--- src/rtl/dcfcc_pkg.sv ---
// ----------------------------------------------------------------------------
// dcfcc_pkg - shared types, constants and CRC helpers for the frame codec
// Register map codes, payload structs and the CRC8 basis math.
// ----------------------------------------------------------------------------
package dcfcc_pkg;

   // Command codes
   localparam logic CMD_BUILD_WRITE = 1'b0;
   localparam logic CMD_CHECK_REPLY = 1'b1;

   // Register indexes (byte address = 4 * index)
   localparam int          CSR_ADDR_WIDTH  = 4;
   localparam int          CSR_INDEX_WIDTH = 2;
   localparam logic [1:0]  REG_CRC_POLYNOMIAL      = 2'd0;
   localparam logic [1:0]  REG_WRITE_TAIL_PATTERN  = 2'd1;
   localparam logic [1:0]  REG_CONTROL_LOW_ADDRESS = 2'd2;

   // Reset values
   localparam logic [7:0]  CRC_POLY_RESET     = 8'h2F;
   localparam logic [2:0]  TAIL_RESET         = 3'd2;
   localparam logic [5:0]  CONTROL_LOW_RESET  = 6'd14;

   // Field masks
   localparam logic [7:0]  BYTE_MASK    = 8'hFF;
   localparam logic [11:0] CODE_MASK    = 12'hFFF;
   localparam logic [5:0]  REG_MASK     = 6'h3F;

   // Millivolt conversion: code * 4000 / 4095 + 1000.
   // 4000/4095 reduces to 800/819; a 32-bit scaled reciprocal of 819 times 800
   // gives the exact floor for every 12-bit code.
   localparam int VOLT_SCALE  = 4000;
   localparam int VOLT_DIV    = 4095;
   localparam int VOLT_OFFSET = 1000;
   localparam int VOLT_GCD    = 5;
   localparam int VOLT_NUM    = VOLT_SCALE / VOLT_GCD;
   localparam int VOLT_DEN    = VOLT_DIV / VOLT_GCD;
   localparam int VOLT_SHIFT  = 32;
   localparam logic [63:0] VOLT_RECIP_WIDE =
      64'(VOLT_NUM) * (((64'd1 << VOLT_SHIFT) + 64'(VOLT_DEN) - 64'd1) / 64'(VOLT_DEN));
   localparam logic [31:0] VOLT_RECIP = VOLT_RECIP_WIDE[31:0];
   localparam int VOLT_PROD_WIDTH = 12 + 32;

   // Basis of the CRC byte step: entry i is the step applied to a byte with only bit i set
   typedef logic [7:0][7:0] crc_basis_type;

   typedef struct packed {
      logic        command;
      logic [4:0]  device_index;
      logic [5:0]  reg_address;
      logic        broadcast;
      logic [7:0]  write_data;
      logic [31:0] reply_word;
   } req_payload_type;

   typedef struct packed {
      logic [31:0] frame_word;
      logic        crc_ok;
      logic        match_ok;
      logic [4:0]  reply_device;
      logic [5:0]  reply_register;
      logic [7:0]  reply_data;
      logic [11:0] adc_code;
      logic [12:0] voltage_mv;
   } rsp_payload_type;

   function automatic logic [4:0] reverse5(input logic [4:0] a);
      return {a[0], a[1], a[2], a[3], a[4]};
   endfunction

   // x^(8+i) mod p for i = 0..7
   function automatic crc_basis_type crc_basis(input logic [7:0] poly);
      crc_basis_type b;
      b[0] = poly;
      for (int i = 1; i < 8; i++) begin
         b[i] = {b[i-1][6:0], 1'b0} ^ (b[i-1][7] ? poly : 8'h00);
      end
      return b;
   endfunction

   // Byte step is linear over GF(2): XOR of the basis rows picked by the byte
   function automatic logic [7:0] crc_step(input logic [7:0] v, input crc_basis_type b);
      logic [7:0] acc;
      acc = 8'h00;
      for (int i = 0; i < 8; i++) begin
         acc = acc ^ (v[i] ? b[i] : 8'h00);
      end
      return acc;
   endfunction

   function automatic logic [7:0] crc24(input logic [23:0] v, input crc_basis_type b);
      logic [7:0] c;
      c = crc_step(v[23:16], b);
      c = crc_step(c ^ v[15:8], b);
      return c ^ v[7:0];
   endfunction

endpackage

--- src/rtl/dcfcc_channels.sv ---
// ----------------------------------------------------------------------------
// dcfcc channels - valid/ready interfaces for request and response transfers
// A transfer completes on a rising clock edge with valid and ready both high.
// ----------------------------------------------------------------------------
interface dcfcc_req_if;
   logic        valid;
   logic        ready;
   logic        command;
   logic [4:0]  device_index;
   logic [5:0]  reg_address;
   logic        broadcast;
   logic [7:0]  write_data;
   logic [31:0] reply_word;

   modport source (output valid, output command, output device_index, output reg_address,
                   output broadcast, output write_data, output reply_word, input ready);
   modport sink   (input valid, input command, input device_index, input reg_address,
                   input broadcast, input write_data, input reply_word, output ready);
endinterface

interface dcfcc_rsp_if;
   logic        valid;
   logic        ready;
   logic [31:0] frame_word;
   logic        crc_ok;
   logic        match_ok;
   logic [4:0]  reply_device;
   logic [5:0]  reply_register;
   logic [7:0]  reply_data;
   logic [11:0] adc_code;
   logic [12:0] voltage_mv;

   modport source (output valid, output frame_word, output crc_ok, output match_ok,
                   output reply_device, output reply_register, output reply_data,
                   output adc_code, output voltage_mv, input ready);
   modport sink   (input valid, input frame_word, input crc_ok, input match_ok,
                   input reply_device, input reply_register, input reply_data,
                   input adc_code, input voltage_mv, output ready);
endinterface

--- src/rtl/daisy_chain_frame_crc_codec_core.sv ---
// ----------------------------------------------------------------------------
// daisy_chain_frame_crc_codec_core - CRC8 daisy-chain SPI frame build/check
// Builds 32-bit write frames and checks 32-bit reply frames, one per transfer.
// ----------------------------------------------------------------------------
//
//  channel   direction  handshake          payload
//  -------   ---------  -----------------  -----------------------------------------
//  req_if    in         valid/ready        command, device, register, data, reply
//  rsp_if    out        valid/ready        frame, crc/match flags, reply fields, mV
//  csr_*     in/out     APB, pready=1      polynomial, tail pattern, control-low addr
//
//  - One transfer per cycle while rsp_if takes results; each request passes the
//    input register, then result register, with the single CRC/convert pass between.
//  - reset (sync, active high) empties both stages and restores register defaults.
//  - A stalled result holds in the result register; the input register still
//    takes a transfer while empty or while the result register has room or drains.
//  - CSR reads have no wait states.
//
module daisy_chain_frame_crc_codec_core (
   input  logic                                   clock,
   input  logic                                   reset,
   dcfcc_req_if.sink                              req_if,
   dcfcc_rsp_if.source                            rsp_if,
   input  logic                                   csr_psel,
   input  logic                                   csr_penable,
   input  logic                                   csr_pwrite,
   input  logic [dcfcc_pkg::CSR_ADDR_WIDTH-1:0]   csr_paddr,
   input  logic [31:0]                            csr_pwdata,
   output logic [31:0]                            csr_prdata,
   output logic                                   csr_pready
);

   // ------------------------------------------------------------------
   // Configuration registers
   // ------------------------------------------------------------------
   logic [7:0]                  poly_ff, poly_in;
   logic [2:0]                  tail_ff, tail_in;
   logic [5:0]                  ctl_low_ff, ctl_low_in;
   // CRC basis is rebuilt from the written data on the same edge as the polynomial,
   // so the datapath never sees the serial basis chain.
   dcfcc_pkg::crc_basis_type    basis_ff, basis_in;

   logic                                   csr_write;
   logic [dcfcc_pkg::CSR_INDEX_WIDTH-1:0]  csr_index;

   assign csr_pready = 1'b1;
   assign csr_write  = csr_psel && csr_penable && csr_pwrite;
   assign csr_index  = csr_paddr[dcfcc_pkg::CSR_ADDR_WIDTH-1:2];

   always_comb begin
      poly_in    = poly_ff;
      tail_in    = tail_ff;
      ctl_low_in = ctl_low_ff;
      basis_in   = basis_ff;
      if (csr_write) begin
         unique case (csr_index)
            dcfcc_pkg::REG_CRC_POLYNOMIAL: begin
               poly_in  = csr_pwdata[7:0];
               basis_in = dcfcc_pkg::crc_basis(csr_pwdata[7:0]);
            end
            dcfcc_pkg::REG_WRITE_TAIL_PATTERN: begin
               tail_in = csr_pwdata[2:0];
            end
            dcfcc_pkg::REG_CONTROL_LOW_ADDRESS: begin
               ctl_low_in = csr_pwdata[5:0];
            end
            default: begin
               // unmapped index: write dropped
            end
         endcase
      end
   end

   always_comb begin
      unique case (csr_index)
         dcfcc_pkg::REG_CRC_POLYNOMIAL:      csr_prdata = {24'd0, poly_ff};
         dcfcc_pkg::REG_WRITE_TAIL_PATTERN:  csr_prdata = {29'd0, tail_ff};
         dcfcc_pkg::REG_CONTROL_LOW_ADDRESS: csr_prdata = {26'd0, ctl_low_ff};
         default:                            csr_prdata = 32'd0;
      endcase
   end

   // ------------------------------------------------------------------
   // Two-stage pipeline control: input register (s1), result register (s2)
   // ------------------------------------------------------------------
   logic                         s1_valid_ff, s1_valid_in;
   logic                         s2_valid_ff, s2_valid_in;
   dcfcc_pkg::req_payload_type   s1_ff, s1_in;
   dcfcc_pkg::rsp_payload_type   s2_ff, s2_in;
   dcfcc_pkg::rsp_payload_type   result;

   logic s2_open;   // result register free or draining this cycle
   logic s1_move;   // s1 content moves to s2
   logic req_take;  // request transfer this cycle

   assign s2_open      = !s2_valid_ff || rsp_if.ready;
   assign s1_move      = s1_valid_ff && s2_open;
   assign req_if.ready = !s1_valid_ff || s2_open;
   assign req_take     = req_if.valid && req_if.ready;

   always_comb begin
      s1_valid_in = s1_valid_ff;
      s1_in       = s1_ff;
      if (req_take) begin
         s1_valid_in        = 1'b1;
         s1_in.command      = req_if.command;
         s1_in.device_index = req_if.device_index;
         s1_in.reg_address  = req_if.reg_address;
         s1_in.broadcast    = req_if.broadcast;
         s1_in.write_data   = req_if.write_data;
         s1_in.reply_word   = req_if.reply_word;
      end else if (s1_move) begin
         s1_valid_in = 1'b0;
      end
   end

   assign s2_valid_in = s2_open ? s1_valid_ff : s2_valid_ff;
   assign s2_in       = s1_move ? result : s2_ff;

   // ------------------------------------------------------------------
   // Datapath
   // ------------------------------------------------------------------
   // Write frame: bits 31:11 = {rev(dev), reg, data, bcast, 0}; bit 17 is data bit 4
   logic [7:0]   wr_data;
   logic [20:0]  wr_head;
   logic [7:0]   wr_crc;
   logic [31:0]  wr_frame;

   assign wr_data  = s1_ff.write_data |
                     ((s1_ff.reg_address == ctl_low_ff) ? 8'h10 : 8'h00);
   assign wr_head  = {dcfcc_pkg::reverse5(s1_ff.device_index), s1_ff.reg_address,
                      wr_data, s1_ff.broadcast, 1'b0};
   assign wr_crc   = dcfcc_pkg::crc24({3'd0, wr_head}, basis_ff);
   assign wr_frame = {wr_head, wr_crc, tail_ff};

   // Reply check: CRC over bits 31:10 against bits 9:2
   logic [7:0]   rd_crc;
   logic [4:0]   rd_dev;
   logic [5:0]   rd_reg;
   logic [11:0]  rd_code;
   logic [dcfcc_pkg::VOLT_PROD_WIDTH-1:0] rd_prod;
   logic [11:0]  rd_quot;

   assign rd_crc  = dcfcc_pkg::crc24({2'd0, s1_ff.reply_word[31:10]}, basis_ff);
   assign rd_dev  = dcfcc_pkg::reverse5(s1_ff.reply_word[31:27]);
   assign rd_reg  = s1_ff.reply_word[26:21] & dcfcc_pkg::REG_MASK;
   assign rd_code = s1_ff.reply_word[22:11] & dcfcc_pkg::CODE_MASK;
   // floor(code * 4000 / 4095) by scaled reciprocal, exact over all 12-bit codes
   assign rd_prod = dcfcc_pkg::VOLT_PROD_WIDTH'(rd_code) *
                    dcfcc_pkg::VOLT_PROD_WIDTH'(dcfcc_pkg::VOLT_RECIP);
   assign rd_quot = rd_prod[dcfcc_pkg::VOLT_PROD_WIDTH-1:dcfcc_pkg::VOLT_SHIFT];

   always_comb begin
      result = '0;
      case (s1_ff.command)
         dcfcc_pkg::CMD_BUILD_WRITE: begin
            result.frame_word = wr_frame;
         end
         default: begin
            result.crc_ok         = (rd_crc == s1_ff.reply_word[9:2]);
            result.match_ok       = (rd_dev == s1_ff.device_index) &&
                                    (rd_reg == s1_ff.write_data[7:2]);
            result.reply_device   = rd_dev;
            result.reply_register = rd_reg;
            result.reply_data     = s1_ff.reply_word[20:13] & dcfcc_pkg::BYTE_MASK;
            result.adc_code       = rd_code;
            result.voltage_mv     = 13'(rd_quot) + 13'(dcfcc_pkg::VOLT_OFFSET);
         end
      endcase
   end

   // ------------------------------------------------------------------
   // Registers
   // ------------------------------------------------------------------
   always_ff @(posedge clock) begin
      if (reset) begin
         poly_ff     <= dcfcc_pkg::CRC_POLY_RESET;
         tail_ff     <= dcfcc_pkg::TAIL_RESET;
         ctl_low_ff  <= dcfcc_pkg::CONTROL_LOW_RESET;
         basis_ff    <= dcfcc_pkg::crc_basis(dcfcc_pkg::CRC_POLY_RESET);
         s1_valid_ff <= 1'b0;
         s2_valid_ff <= 1'b0;
      end else begin
         poly_ff     <= poly_in;
         tail_ff     <= tail_in;
         ctl_low_ff  <= ctl_low_in;
         basis_ff    <= basis_in;
         s1_valid_ff <= s1_valid_in;
         s2_valid_ff <= s2_valid_in;
      end
   end

   // payload, no reset needed
   always_ff @(posedge clock) begin
      s1_ff <= s1_in;
      s2_ff <= s2_in;
   end

   // ------------------------------------------------------------------
   // Response outputs
   // ------------------------------------------------------------------
   assign rsp_if.valid          = s2_valid_ff;
   assign rsp_if.frame_word     = s2_ff.frame_word;
   assign rsp_if.crc_ok         = s2_ff.crc_ok;
   assign rsp_if.match_ok       = s2_ff.match_ok;
   assign rsp_if.reply_device   = s2_ff.reply_device;
   assign rsp_if.reply_register = s2_ff.reply_register;
   assign rsp_if.reply_data     = s2_ff.reply_data;
   assign rsp_if.adc_code       = s2_ff.adc_code;
   assign rsp_if.voltage_mv     = s2_ff.voltage_mv;

endmodule

--- src/flat_wrapper.sv ---
// flat-port wrapper written by rule: the top's interface ports become plain ports
module daisy_chain_frame_crc_codec_core_flat 
  (clock, reset, csr_psel, csr_penable, csr_pwrite, csr_paddr, csr_pwdata, csr_prdata, csr_pready, req_if_valid, req_if_command, req_if_device_index, req_if_reg_address, req_if_broadcast, req_if_write_data, req_if_reply_word, req_if_ready, rsp_if_valid, rsp_if_frame_word, rsp_if_crc_ok, rsp_if_match_ok, rsp_if_reply_device, rsp_if_reply_register, rsp_if_reply_data, rsp_if_adc_code, rsp_if_voltage_mv, rsp_if_ready);
  dcfcc_req_if req_if_i ();
  dcfcc_rsp_if rsp_if_i ();
  input  logic clock;
  input  logic reset;
  input  logic csr_psel;
  input  logic csr_penable;
  input  logic csr_pwrite;
  input  logic [dcfcc_pkg::CSR_ADDR_WIDTH-1:0] csr_paddr;
  input  logic [31:0] csr_pwdata;
  output logic [31:0] csr_prdata;
  output logic csr_pready;
  input wire logic [$bits(req_if_i.valid)-1:0] req_if_valid;
  input wire logic [$bits(req_if_i.command)-1:0] req_if_command;
  input wire logic [$bits(req_if_i.device_index)-1:0] req_if_device_index;
  input wire logic [$bits(req_if_i.reg_address)-1:0] req_if_reg_address;
  input wire logic [$bits(req_if_i.broadcast)-1:0] req_if_broadcast;
  input wire logic [$bits(req_if_i.write_data)-1:0] req_if_write_data;
  input wire logic [$bits(req_if_i.reply_word)-1:0] req_if_reply_word;
  output wire logic [$bits(req_if_i.ready)-1:0] req_if_ready;
  output wire logic [$bits(rsp_if_i.valid)-1:0] rsp_if_valid;
  output wire logic [$bits(rsp_if_i.frame_word)-1:0] rsp_if_frame_word;
  output wire logic [$bits(rsp_if_i.crc_ok)-1:0] rsp_if_crc_ok;
  output wire logic [$bits(rsp_if_i.match_ok)-1:0] rsp_if_match_ok;
  output wire logic [$bits(rsp_if_i.reply_device)-1:0] rsp_if_reply_device;
  output wire logic [$bits(rsp_if_i.reply_register)-1:0] rsp_if_reply_register;
  output wire logic [$bits(rsp_if_i.reply_data)-1:0] rsp_if_reply_data;
  output wire logic [$bits(rsp_if_i.adc_code)-1:0] rsp_if_adc_code;
  output wire logic [$bits(rsp_if_i.voltage_mv)-1:0] rsp_if_voltage_mv;
  input wire logic [$bits(rsp_if_i.ready)-1:0] rsp_if_ready;
  assign req_if_i.valid = req_if_valid;
  assign req_if_i.command = req_if_command;
  assign req_if_i.device_index = req_if_device_index;
  assign req_if_i.reg_address = req_if_reg_address;
  assign req_if_i.broadcast = req_if_broadcast;
  assign req_if_i.write_data = req_if_write_data;
  assign req_if_i.reply_word = req_if_reply_word;
  assign req_if_ready = req_if_i.ready;
  assign rsp_if_valid = rsp_if_i.valid;
  assign rsp_if_frame_word = rsp_if_i.frame_word;
  assign rsp_if_crc_ok = rsp_if_i.crc_ok;
  assign rsp_if_match_ok = rsp_if_i.match_ok;
  assign rsp_if_reply_device = rsp_if_i.reply_device;
  assign rsp_if_reply_register = rsp_if_i.reply_register;
  assign rsp_if_reply_data = rsp_if_i.reply_data;
  assign rsp_if_adc_code = rsp_if_i.adc_code;
  assign rsp_if_voltage_mv = rsp_if_i.voltage_mv;
  assign rsp_if_i.ready = rsp_if_ready;
  daisy_chain_frame_crc_codec_core u_core (.clock(clock), .reset(reset), .req_if(req_if_i), .rsp_if(rsp_if_i), .csr_psel(csr_psel), .csr_penable(csr_penable), .csr_pwrite(csr_pwrite), .csr_paddr(csr_paddr), .csr_pwdata(csr_pwdata), .csr_prdata(csr_prdata), .csr_pready(csr_pready));
endmodule
--- config.mk ---
export PLATFORM = sky130hd
export DESIGN_NAME = daisy_chain_frame_crc_codec_core_flat
export DESIGN_NICKNAME = d
export VERILOG_FILES = /design/src/rtl/dcfcc_pkg.sv /design/src/rtl/dcfcc_channels.sv /design/src/rtl/daisy_chain_frame_crc_codec_core.sv /design/src/flat_wrapper.sv
export SDC_FILE = /design/constraint.sdc
export NUM_CORES = 1
export LEC_CHECK = 0
export ABC_AREA = 1
export BUFFER_PORTS_ARGS = -buffer_cell sky130_fd_sc_hd__buf_2
export CORE_UTILIZATION = 54
export CTS_CLUSTER_SIZE = 8
export DETAILED_ROUTE_END_ITERATION = 7
export PLACE_DENSITY = 0.78
export SLEW_MARGIN = 20
export SYNTH_ARGS = -nofsm -noshare
export SYNTH_HDL_FRONTEND = slang
export SYNTH_SLANG_ARGS = --single-unit
--- constraint.sdc ---
create_clock -name clock -period 5.4 [get_ports clock]
set_clock_uncertainty 0.1 [all_clocks]
set_input_delay 0.81 -clock clock [delete_from_list [all_inputs] [get_ports clock]]
set_output_delay 0.81 -clock clock [all_outputs]
set_load 0.03 [all_outputs]
======== Yosys cells after proc, flatten, opt, wreduce, memory -nomap -nowiden ========
Cells that the tools add are included.
operators by class
  add/subtract/negate cells ............... 1
  multipliers ............................. 1
  eq/ne operators ......................... 6
  muxes and demuxes ....................... 38
  bitwise operators ....................... 35
  reductions and logical operators ........ 14
operators by type and width
  operator                number
  $mux 8                  34
  $xor 8x8->8             34
  $mul 12x27->39 const B  1
  $pmux 8 s3              1
  $add 12x10->13 const B  1
  $eq 6x6->1              2
  $eq 8x8->1              1
  $or 8x8->8              1
  $reduce_and 2->1        3
  $eq 5x5->1              1
  $logic_and 1x1->1       5
  $mux 5                  1
  $eq 2x1->1 const B      1
  $eq 2x2->1 const B      1
  $logic_not 1->1         2
  $logic_not 2->1         1
  $logic_or 1x1->1        2
  $mux 1                  2
  $reduce_bool 2->1       1
storage, ports and cells
  flip-flop bits (word level) ............. 206
  bits of input ports ..................... 96
  output and inout bits ................... 113
  word-level logic and storage cells ...... 122

======== Longest topological paths before layout ========
Gate-level depths: netlist of run 1.
  word-level depth ........................ 17
  depth in mapped cells ................... 31
  mapped depth without buffers ............ 31

======== Worst setup path after synthesis of run 1 ========
Ideal clock, no wire load.
  path kind ............................... flip-flop to flip-flop
  start ................................... register u_core.s1_ff (netlist bit u_core.rd_code[10])
  end ..................................... register u_core.s2_ff (netlist bit u_core.rsp_if.voltage_mv[11]) (data pin)
  data arrival time ....................... 4951 ps
  required time ........................... 5051 ps
  slack ................................... 100 ps
  cell stages (with the launch flop) ...... 26
  period minus slack after synthesis ...... 5300 ps
  path through ............................ edfxtp_1 > fa_1 > inv_1 > fa_1 > fa_1 > fa_1 > inv_1 > fa_1 > ha_1 > nand2_1 > inv_1 > a21oi_1 > a21oi_1 > nor3_1 > nand2_1 > nand2_1 > nand2_1 > ha_1 > nor2_1 > nand2_1 > nor2_1 > nand2_1 > nand2_1 > nand2_1 > nand2_1 > inv_1
between the ends
  cells in the longest elaborated chain, start to end .. 2
ends and longest elaborated chain
  what                    line                                     RTL
  from (decl)             daisy_chain_frame_crc_codec_core.sv:88   dcfcc_pkg::req_payload_type s1_ff, s1_in;
  from (signal assigned)  daisy_chain_frame_crc_codec_core.sv:195  s1_ff <= s1_in;
  $mul 12x27->39          daisy_chain_frame_crc_codec_core.sv:149  assign rd_prod = dcfcc_pkg::VOLT_PROD_WIDTH'(rd_code) *
  $add 12x10->13          daisy_chain_frame_crc_codec_core.sv:167  result.voltage_mv = 13'(rd_quot) + 13'(dcfcc_pkg::VOLT_OFFSET);
  to (signal assigned)    daisy_chain_frame_crc_codec_core.sv:196  s2_ff <= s2_in;
  to (decl)               daisy_chain_frame_crc_codec_core.sv:89   dcfcc_pkg::rsp_payload_type s2_ff, s2_in;
No other way between the ends.
A chain may end at the register's enable or synchronous reset.

======== Worst setup path in the final report of run 1 ========
  start ................................... register u_core.s1_ff (netlist bit u_core.rd_code[9])
  end ..................................... register u_core.s2_ff (netlist bit u_core.rsp_if.voltage_mv[7]) (data pin)
The elaborated chain is that of the path after synthesis.

==> results.yml, run 1 <==
status:
  status: "complete, but fails checks"
  violations: "negative setup slack"
timing:
  tns_ns: -0.0990
  period_share_pct: 101
  rsz0062_at_grt: "yes"
  hold_viol_final: 0
  final-setup-viol-count: 3
  clock.fmax_mhz: 184
  fin_hold_ws_ns: 0.404
  timing.slew.headroom_pct: 29.9
  slew_violations: 0
  period_minus_slack_ns: 5.44
  tightest_slew_ns: 1.04
  layout_setup_ws_ns: -0.0395
routing:
  first_iter_violations: 1577
  vias_per_cell: 5.46
  drc: 0
  first_pass_iters: 6
  wl_per_cell_microns: 17.5
  wl_microns: 50600
  ant_nets: 0
  vias: 15800
floorplan:
  io_pins: 209
  start_util_pct: 54.8
  die_area_sq_um: 31700
  die_x_microns: 178
  fp.dieH_microns: 178
  core-area_sq_um: 30500
  std_cell_rows: 64
finish:
  drive_gt1_share_pct: 17.6
  final_cell_mix: "699 x nand2_1, 347 x inv_1, 154 x buf_2"
  fin_nets: 2760
  num_antenna_cells: 0
  design_area_sq_um: 19600
  fin_util_pct: 64.3
  area_growth_pct: 17.4
  regMostFlops: "u_core.basis_ff"
  final_common_cell: "nand2_1"
  largest_register_ffs: 56
logic_synthesis:
  ys_warn_count: 0
  synthesis.area_sq_um: 16700
  synth_flop_cell: "edfxtp_1"
  synth_seq_area_share_pct: 30.2
  synth_seq_cells: 193
  syn_inst: 2262
  avgSynthCellArea_sq_um: 7.39
  synthArstFlopShare_pct: 0
  yosys.cell_types.count: 46
  synth-edff-count: 118
worst_setup_path:
  crit_start: "u_core.rd_code[9]$_DFFE_PP_"
  critPathMaxFanout: 3
  critical_path_class: "register to register"
  rr_startpoint: "u_core.rd_code[9]$_DFFE_PP_"
  critPathLaunchType: "register"
  r2r-end: "u_core.rsp_if.voltage_mv[7]$_SDFFCE_PN0P_"
  ff2ff_setup_slack_ns: -0.04
  reg2regPathDepth: 21
  cp-end-kind: "register"
  arrival_ns: 5.52
  crit_required_ns: 5.48
placed_design:
  dpl_cell_area_sq_um: 18300
  dp_hpwl_microns: 39400
  routabilityCongestion: 0.965
  io_buffers: 154
global_route:
  grt_pass1_wl_microns: 74700
  grt_pass1_vias: 14200
  antenna_found_initial: 0
  grt_start_max_net_pins: 73
  grt_usage_pct: 31.4
  grt_overflow: 0
worst_hold_path:
  min_path_cells: 1
  hold_class: "input port to register"
  hold_end: "u_core.s1_ff[41]$_DFFE_PP_"
  min_from: "req_if_reg_address[0]"
pwr:
  power_mw: 10.8
  powerDensity_nw_per_um2: 553
  power.leakage_nw: 10.1
  ir_drop_mv: 0.406
cts:
  numCtsBuffers: 17
  path_clk_slew_ns: 0.08
  cts_sinks: 193
  clockBufferDepth: 2
  htreeDepth: 4
  cts-root-buf: "clkbuf_16"
  insertion_delay_ns: 0.48
  cts_tree: "done"
run:
  drv_cap: 0
-- worst max path at each step --
stage                                                            end  slack, ns  cells past startpoint
final                      u_core.rsp_if.voltage_mv[7]$_SDFFCE_PN0P_      -0.04                     21
after global placement     u_core.rsp_if.voltage_mv[9]$_SDFFCE_PN0P_      -0.14                     24
after detailed placement   u_core.rsp_if.voltage_mv[9]$_SDFFCE_PN0P_      -0.27                     24
after global routing       u_core.rsp_if.voltage_mv[9]$_SDFFCE_PN0P_      -0.16                     24
after CTS                  u_core.rsp_if.voltage_mv[9]$_SDFFCE_PN0P_      -0.03                     24
after floorplan           u_core.rsp_if.voltage_mv[11]$_SDFFCE_PN0P_       0.10                     25
-- routing by layer --
layer | wire [microns] | global-route usage (%) | vias to the layer above
met5 | 0 | 0 | -
met4 | 1280 | 9.58 | 0
met3 | 5460 | 5.16 | 112
met2 | 22900 | 49.2 | 802
met1 | 21000 | 44.3 | 7385
li1 | - | - | 7483
-- power breakdown --
group / leakage (nW) / switching, mW / total [mW] / internal, mW
logic: 8.03 / 4.41 / 7.69 / 3.28
clock network: 0.306 / 0.668 / 1.35 / 0.679
registers: 1.76 / 0.0817 / 1.81 / 1.73
-- worst max-delay path, cell delays in order (launching register included) --
cell and delay (ns):
edfxtp_1 0.44, fa_2 0.63, inv_2 0.07, fa_1 0.49, fa_1 0.44, fa_1 0.51, inv_2 0.04, fa_2 0.57
ha_4 0.23, a21o_1 0.19, o21bai_4 0.19, a21oi_4 0.17, o211ai_1 0.14, nand2_1 0.10, nand2_2 0.07, ha_4 0.18
nor2_4 0.12, nand2_2 0.09, buf_4 0.14, buf_4 0.12, nand2_1 0.05, a21oi_1 0.06
-- repair_timing --
action	4_1_cts	5_1_grt
hold buffers	0	0
buffers inserted	2	16
pin swaps	10	37
resized for setup	25	111
setup endpoints to repair	5	8
-- per-stage QoR --
| stage | setup slack [ns] | std cells |
|---|---|---|
| 2_1_floorplan | 0.100 | 2286 |
| 3_3_place_gp | -0.138 | 2843 |
| 3_5_place_dp | -0.272 | 2843 |
| 4_1_cts | -0.0303 | 2877 |
| 5_1_grt | -0.157 | 2893 |
| 6_report | -0.0395 | 2893 |
-- cell type report --
cell class | instances | area, sq um
repair buffers | 268 | 1650
well taps | 396 | 495
clock buffers | 17 | 425
fillers | 2619 | 10900
multi-input cells | 1636 | 10400
flip-flops and latches | 193 | 5040
inverters | 368 | 1380
clock inverters | 15 | 203
-- cell usage after synthesis, types with 5 or more instances --
library cell,number,area share (%)
o21ai_0,66,2.0
dfxtp_1,75,9.0
edfxtp_1,118,21
clkbuf_1,26,0.58
a211oi_1,7,0.31
o211ai_1,25,1.1
nand3b_1,10,0.45
buf_4,47,2.1
o21a_1,7,0.31
inv_1,357,8.0
a21oi_1,100,3.0
xnor2_1,64,3.4
nand2_1,720,16
xor2_1,92,4.8
o21ai_1,5,0.15
nor2_1,149,3.3
nand2_2,10,0.37
nand3_1,121,3.6
fa_1,70,8.4
nand4_1,7,0.26
inv_2,9,0.20
nor3_1,9,0.27
buf_2,10,0.30
ha_1,110,8.2
-- logic make-up (layout without fill, tap and decap cells) --
group | count (synthesis) | after routing | share of synthesized area (%)
xor+xnor | 161 | 161 | 8.66
other cells | 2 | 26 | 0.0449
simple gates | 1039 | 1039 | 25.1
buf+inv | 457 | 668 | 11.6
flops | 193 | 193 | 30.2
fa+ha+maj | 180 | 180 | 16.6
compound gates | 230 | 230 | 7.79
No activity file was read; power rests on OpenSTA's default activity.
==> run 2, diff against run 1 <==
Settings changed: REMOVE_ABC_BUFFERS from default to 1, SETUP_SLACK_MARGIN from default to 0.5.
==> run 2 against run 1 <==
The flow still finishes with violations (negative setup slack). Critical path depth is 1 higher. Hold slack worse by 0.0035 ns. Power is 7.3% higher. Largest cell class unchanged.
==> results.yml, run 2 (synthesis gave the netlist of run 1 again) <==
global_route:
  grt_pass1_wl_microns: 78000
  grt_pass1_vias: 14700
  antenna_found_initial: 0
  grt_overflow: 0
  grt_usage_pct: 32.7
  grt_start_max_net_pins: 54
cts:
  clockBufferDepth: 2
  cts_hold_buf: 0
  insertion_delay_ns: 0.48
  cts-root-buf: "clkbuf_16"
  htreeDepth: 4
  path_clk_slew_ns: 0.08
  cts_sinks: 193
  numCtsBuffers: 17
  cts_tree: "done"
timing:
  rsz0062_at_grt: "yes"
  period_share_pct: 101
  fin_hold_ws_ns: 0.400
  slew_violations: 0
  final-setup-viol-count: 3
  clock.fmax_mhz: 183
  layout_setup_ws_ns: -0.0664
  timing.slew.headroom_pct: 30.0
  tightest_slew_ns: 1.04
  tns_ns: -0.103
  period_minus_slack_ns: 5.47
  hold_viol_final: 0
routing:
  vias_per_cell: 5.47
  drc: 0
  wl_microns: 52100
  wl_per_cell_microns: 18.0
  first_pass_iters: 7
  vias: 15900
  ant_nets: 0
  first_iter_violations: 1646
floorplan:
  start_util_pct: 54.8
  core-area_sq_um: 30500
  die_x_microns: 178
  fp.dieH_microns: 178
  io_pins: 209
  std_cell_rows: 64
  die_area_sq_um: 31700
status:
  violations: "negative setup slack"
  status: "complete, but fails checks"
pwr:
  powerDensity_nw_per_um2: 589
  ir_drop_mv: 0.510
  power.leakage_nw: 10.1
finish:
  area_growth_pct: 18.3
  largest_register_ffs: 56
  final_cell_mix: "691 x nand2_1, 341 x inv_1, 154 x buf_2"
  final_common_cell: "nand2_1"
  regMostFlops: "u_core.basis_ff"
  fin_nets: 2768
  drive_gt1_share_pct: 18.8
  num_antenna_cells: 0
  fin_util_pct: 64.8
worst_setup_path:
  max_stage_delay_ns: 0.61
  critical_path_class: "register to register"
  crit_required_ns: 5.52
  arrival_ns: 5.59
  crit_path_frequent_cell: "fa_1"
  cp_cell_sequence: "fa_1 > inv_2 > fa_1 > fa_1 > fa_1 > inv_2 > fa_2 > ha_4 > buf_6 > a21o_1 > a31oi_2 > buf_4 > o21a_1 > nor2_1 > nor2_1 > o21ai_2 > xor2_1 > nand2_1 > nor2_2 > nand2_2 > nor2_2 > nor2_2"
  critPathLaunchType: "register"
  cp-end-kind: "register"
  crit_buf_inv: 4
  critPathMaxFanout: 2
  cp_top_family: "adder cells"
  cp_slowest_cell: "fa_1"
placed_design:
  dp_hpwl_microns: 39700
  io_buffers: 154
  routabilityCongestion: 0.998
run:
  drv_cap: 0
worst_hold_path:
  hold_class: "register to register"
[run 2: cell count changes in the layout (fill, tap and decap cells not counted), moves of 6 or more]
cell	before	now
buf_6	6	14
inv_1	347	341
inv_2	18	24
nand2_1	699	691
nor2_1	132	124
nor2_2	10	19
o21ai_0	59	53
[run 2: path summary, 6_finish.rpt]
kind | slack (ns) | cells past startpoint | startpoint | end
min reg2reg | 0.40 | 2 | u_core.basis_ff[57]$_SDFFE_PP1P_ | u_core.basis_ff[57]$_SDFFE_PP1P_
max reg2reg | -0.07 | 22 | u_core.rd_code[9]$_DFFE_PP_ | u_core.rsp_if.voltage_mv[10]$_SDFFCE_PN0P_
max | -0.07 | 22 | u_core.rd_code[9]$_DFFE_PP_ | u_core.rsp_if.voltage_mv[10]$_SDFFCE_PN0P_
min | 0.40 | 2 | u_core.basis_ff[57]$_SDFFE_PP1P_ | u_core.basis_ff[57]$_SDFFE_PP1P_
[run 2: cell type report]
class / instances / area [sq um]
clock buffer: 18 / 450
tap: 396 / 495
clock inverter: 14 / 160
timing repair buffer: 276 / 1740
multi-input combinational: 1636 / 10500
inverter: 368 / 1380
sequential: 193 / 5040
fill: 2534 / 10700
[run 2: timing repair]
item / CTS / global route
gates resized for setup: 109 / 71
endpoints found under the setup margin: 12 / 13
pin swaps: 31 / 35
buffers inserted: 10 / 10
[run 2: where the power goes]
group | switching (mW) | internal, mW | total, mW
clock network | 0.654 | 0.687 | 1.34
logic | 4.82 | 3.67 | 8.49
registers | 0.0797 | 1.73 | 1.81
total | 5.56 | 6.09 | 11.6
[run 2: worst register-to-register path: stages, from the launching register on]
cell and delay (ns):
edfxtp_1 0.42, fa_1 0.61, inv_2 0.06, fa_1 0.50, fa_1 0.44, fa_1 0.51, inv_2 0.05, fa_2 0.55
ha_4 0.21, buf_6 0.11, a21o_1 0.18, a31oi_2 0.18, buf_4 0.14, o21a_1 0.13, nor2_1 0.05, nor2_1 0.12
o21ai_2 0.09, xor2_1 0.21, nand2_1 0.13, nor2_2 0.12, nand2_2 0.09, nor2_2 0.15, nor2_2 0.06
[run 2: per-layer routing]
metal  GRT usage [%]  part of all wire [%]  routed length (microns)
met3            3.98                   9.5                     4970
met2            52.1                    46                    23700
met1            45.1                    42                    21600
met5               0                     0                        0
met4            12.7                   3.4                     1770
[run 2: per-stage QoR]
stage,worst slack [ns],std cells,power (mW),area (sq um)
floorplan,0.0952,2197,5.61,16300
global placement,-0.196,2849,7.88,18300
detailed placement,-0.211,2849,8.02,18300
CTS,0.0207,2891,10.6,19400
global route,-0.244,2901,12.4,19800
finish,-0.0664,2901,11.6,19800
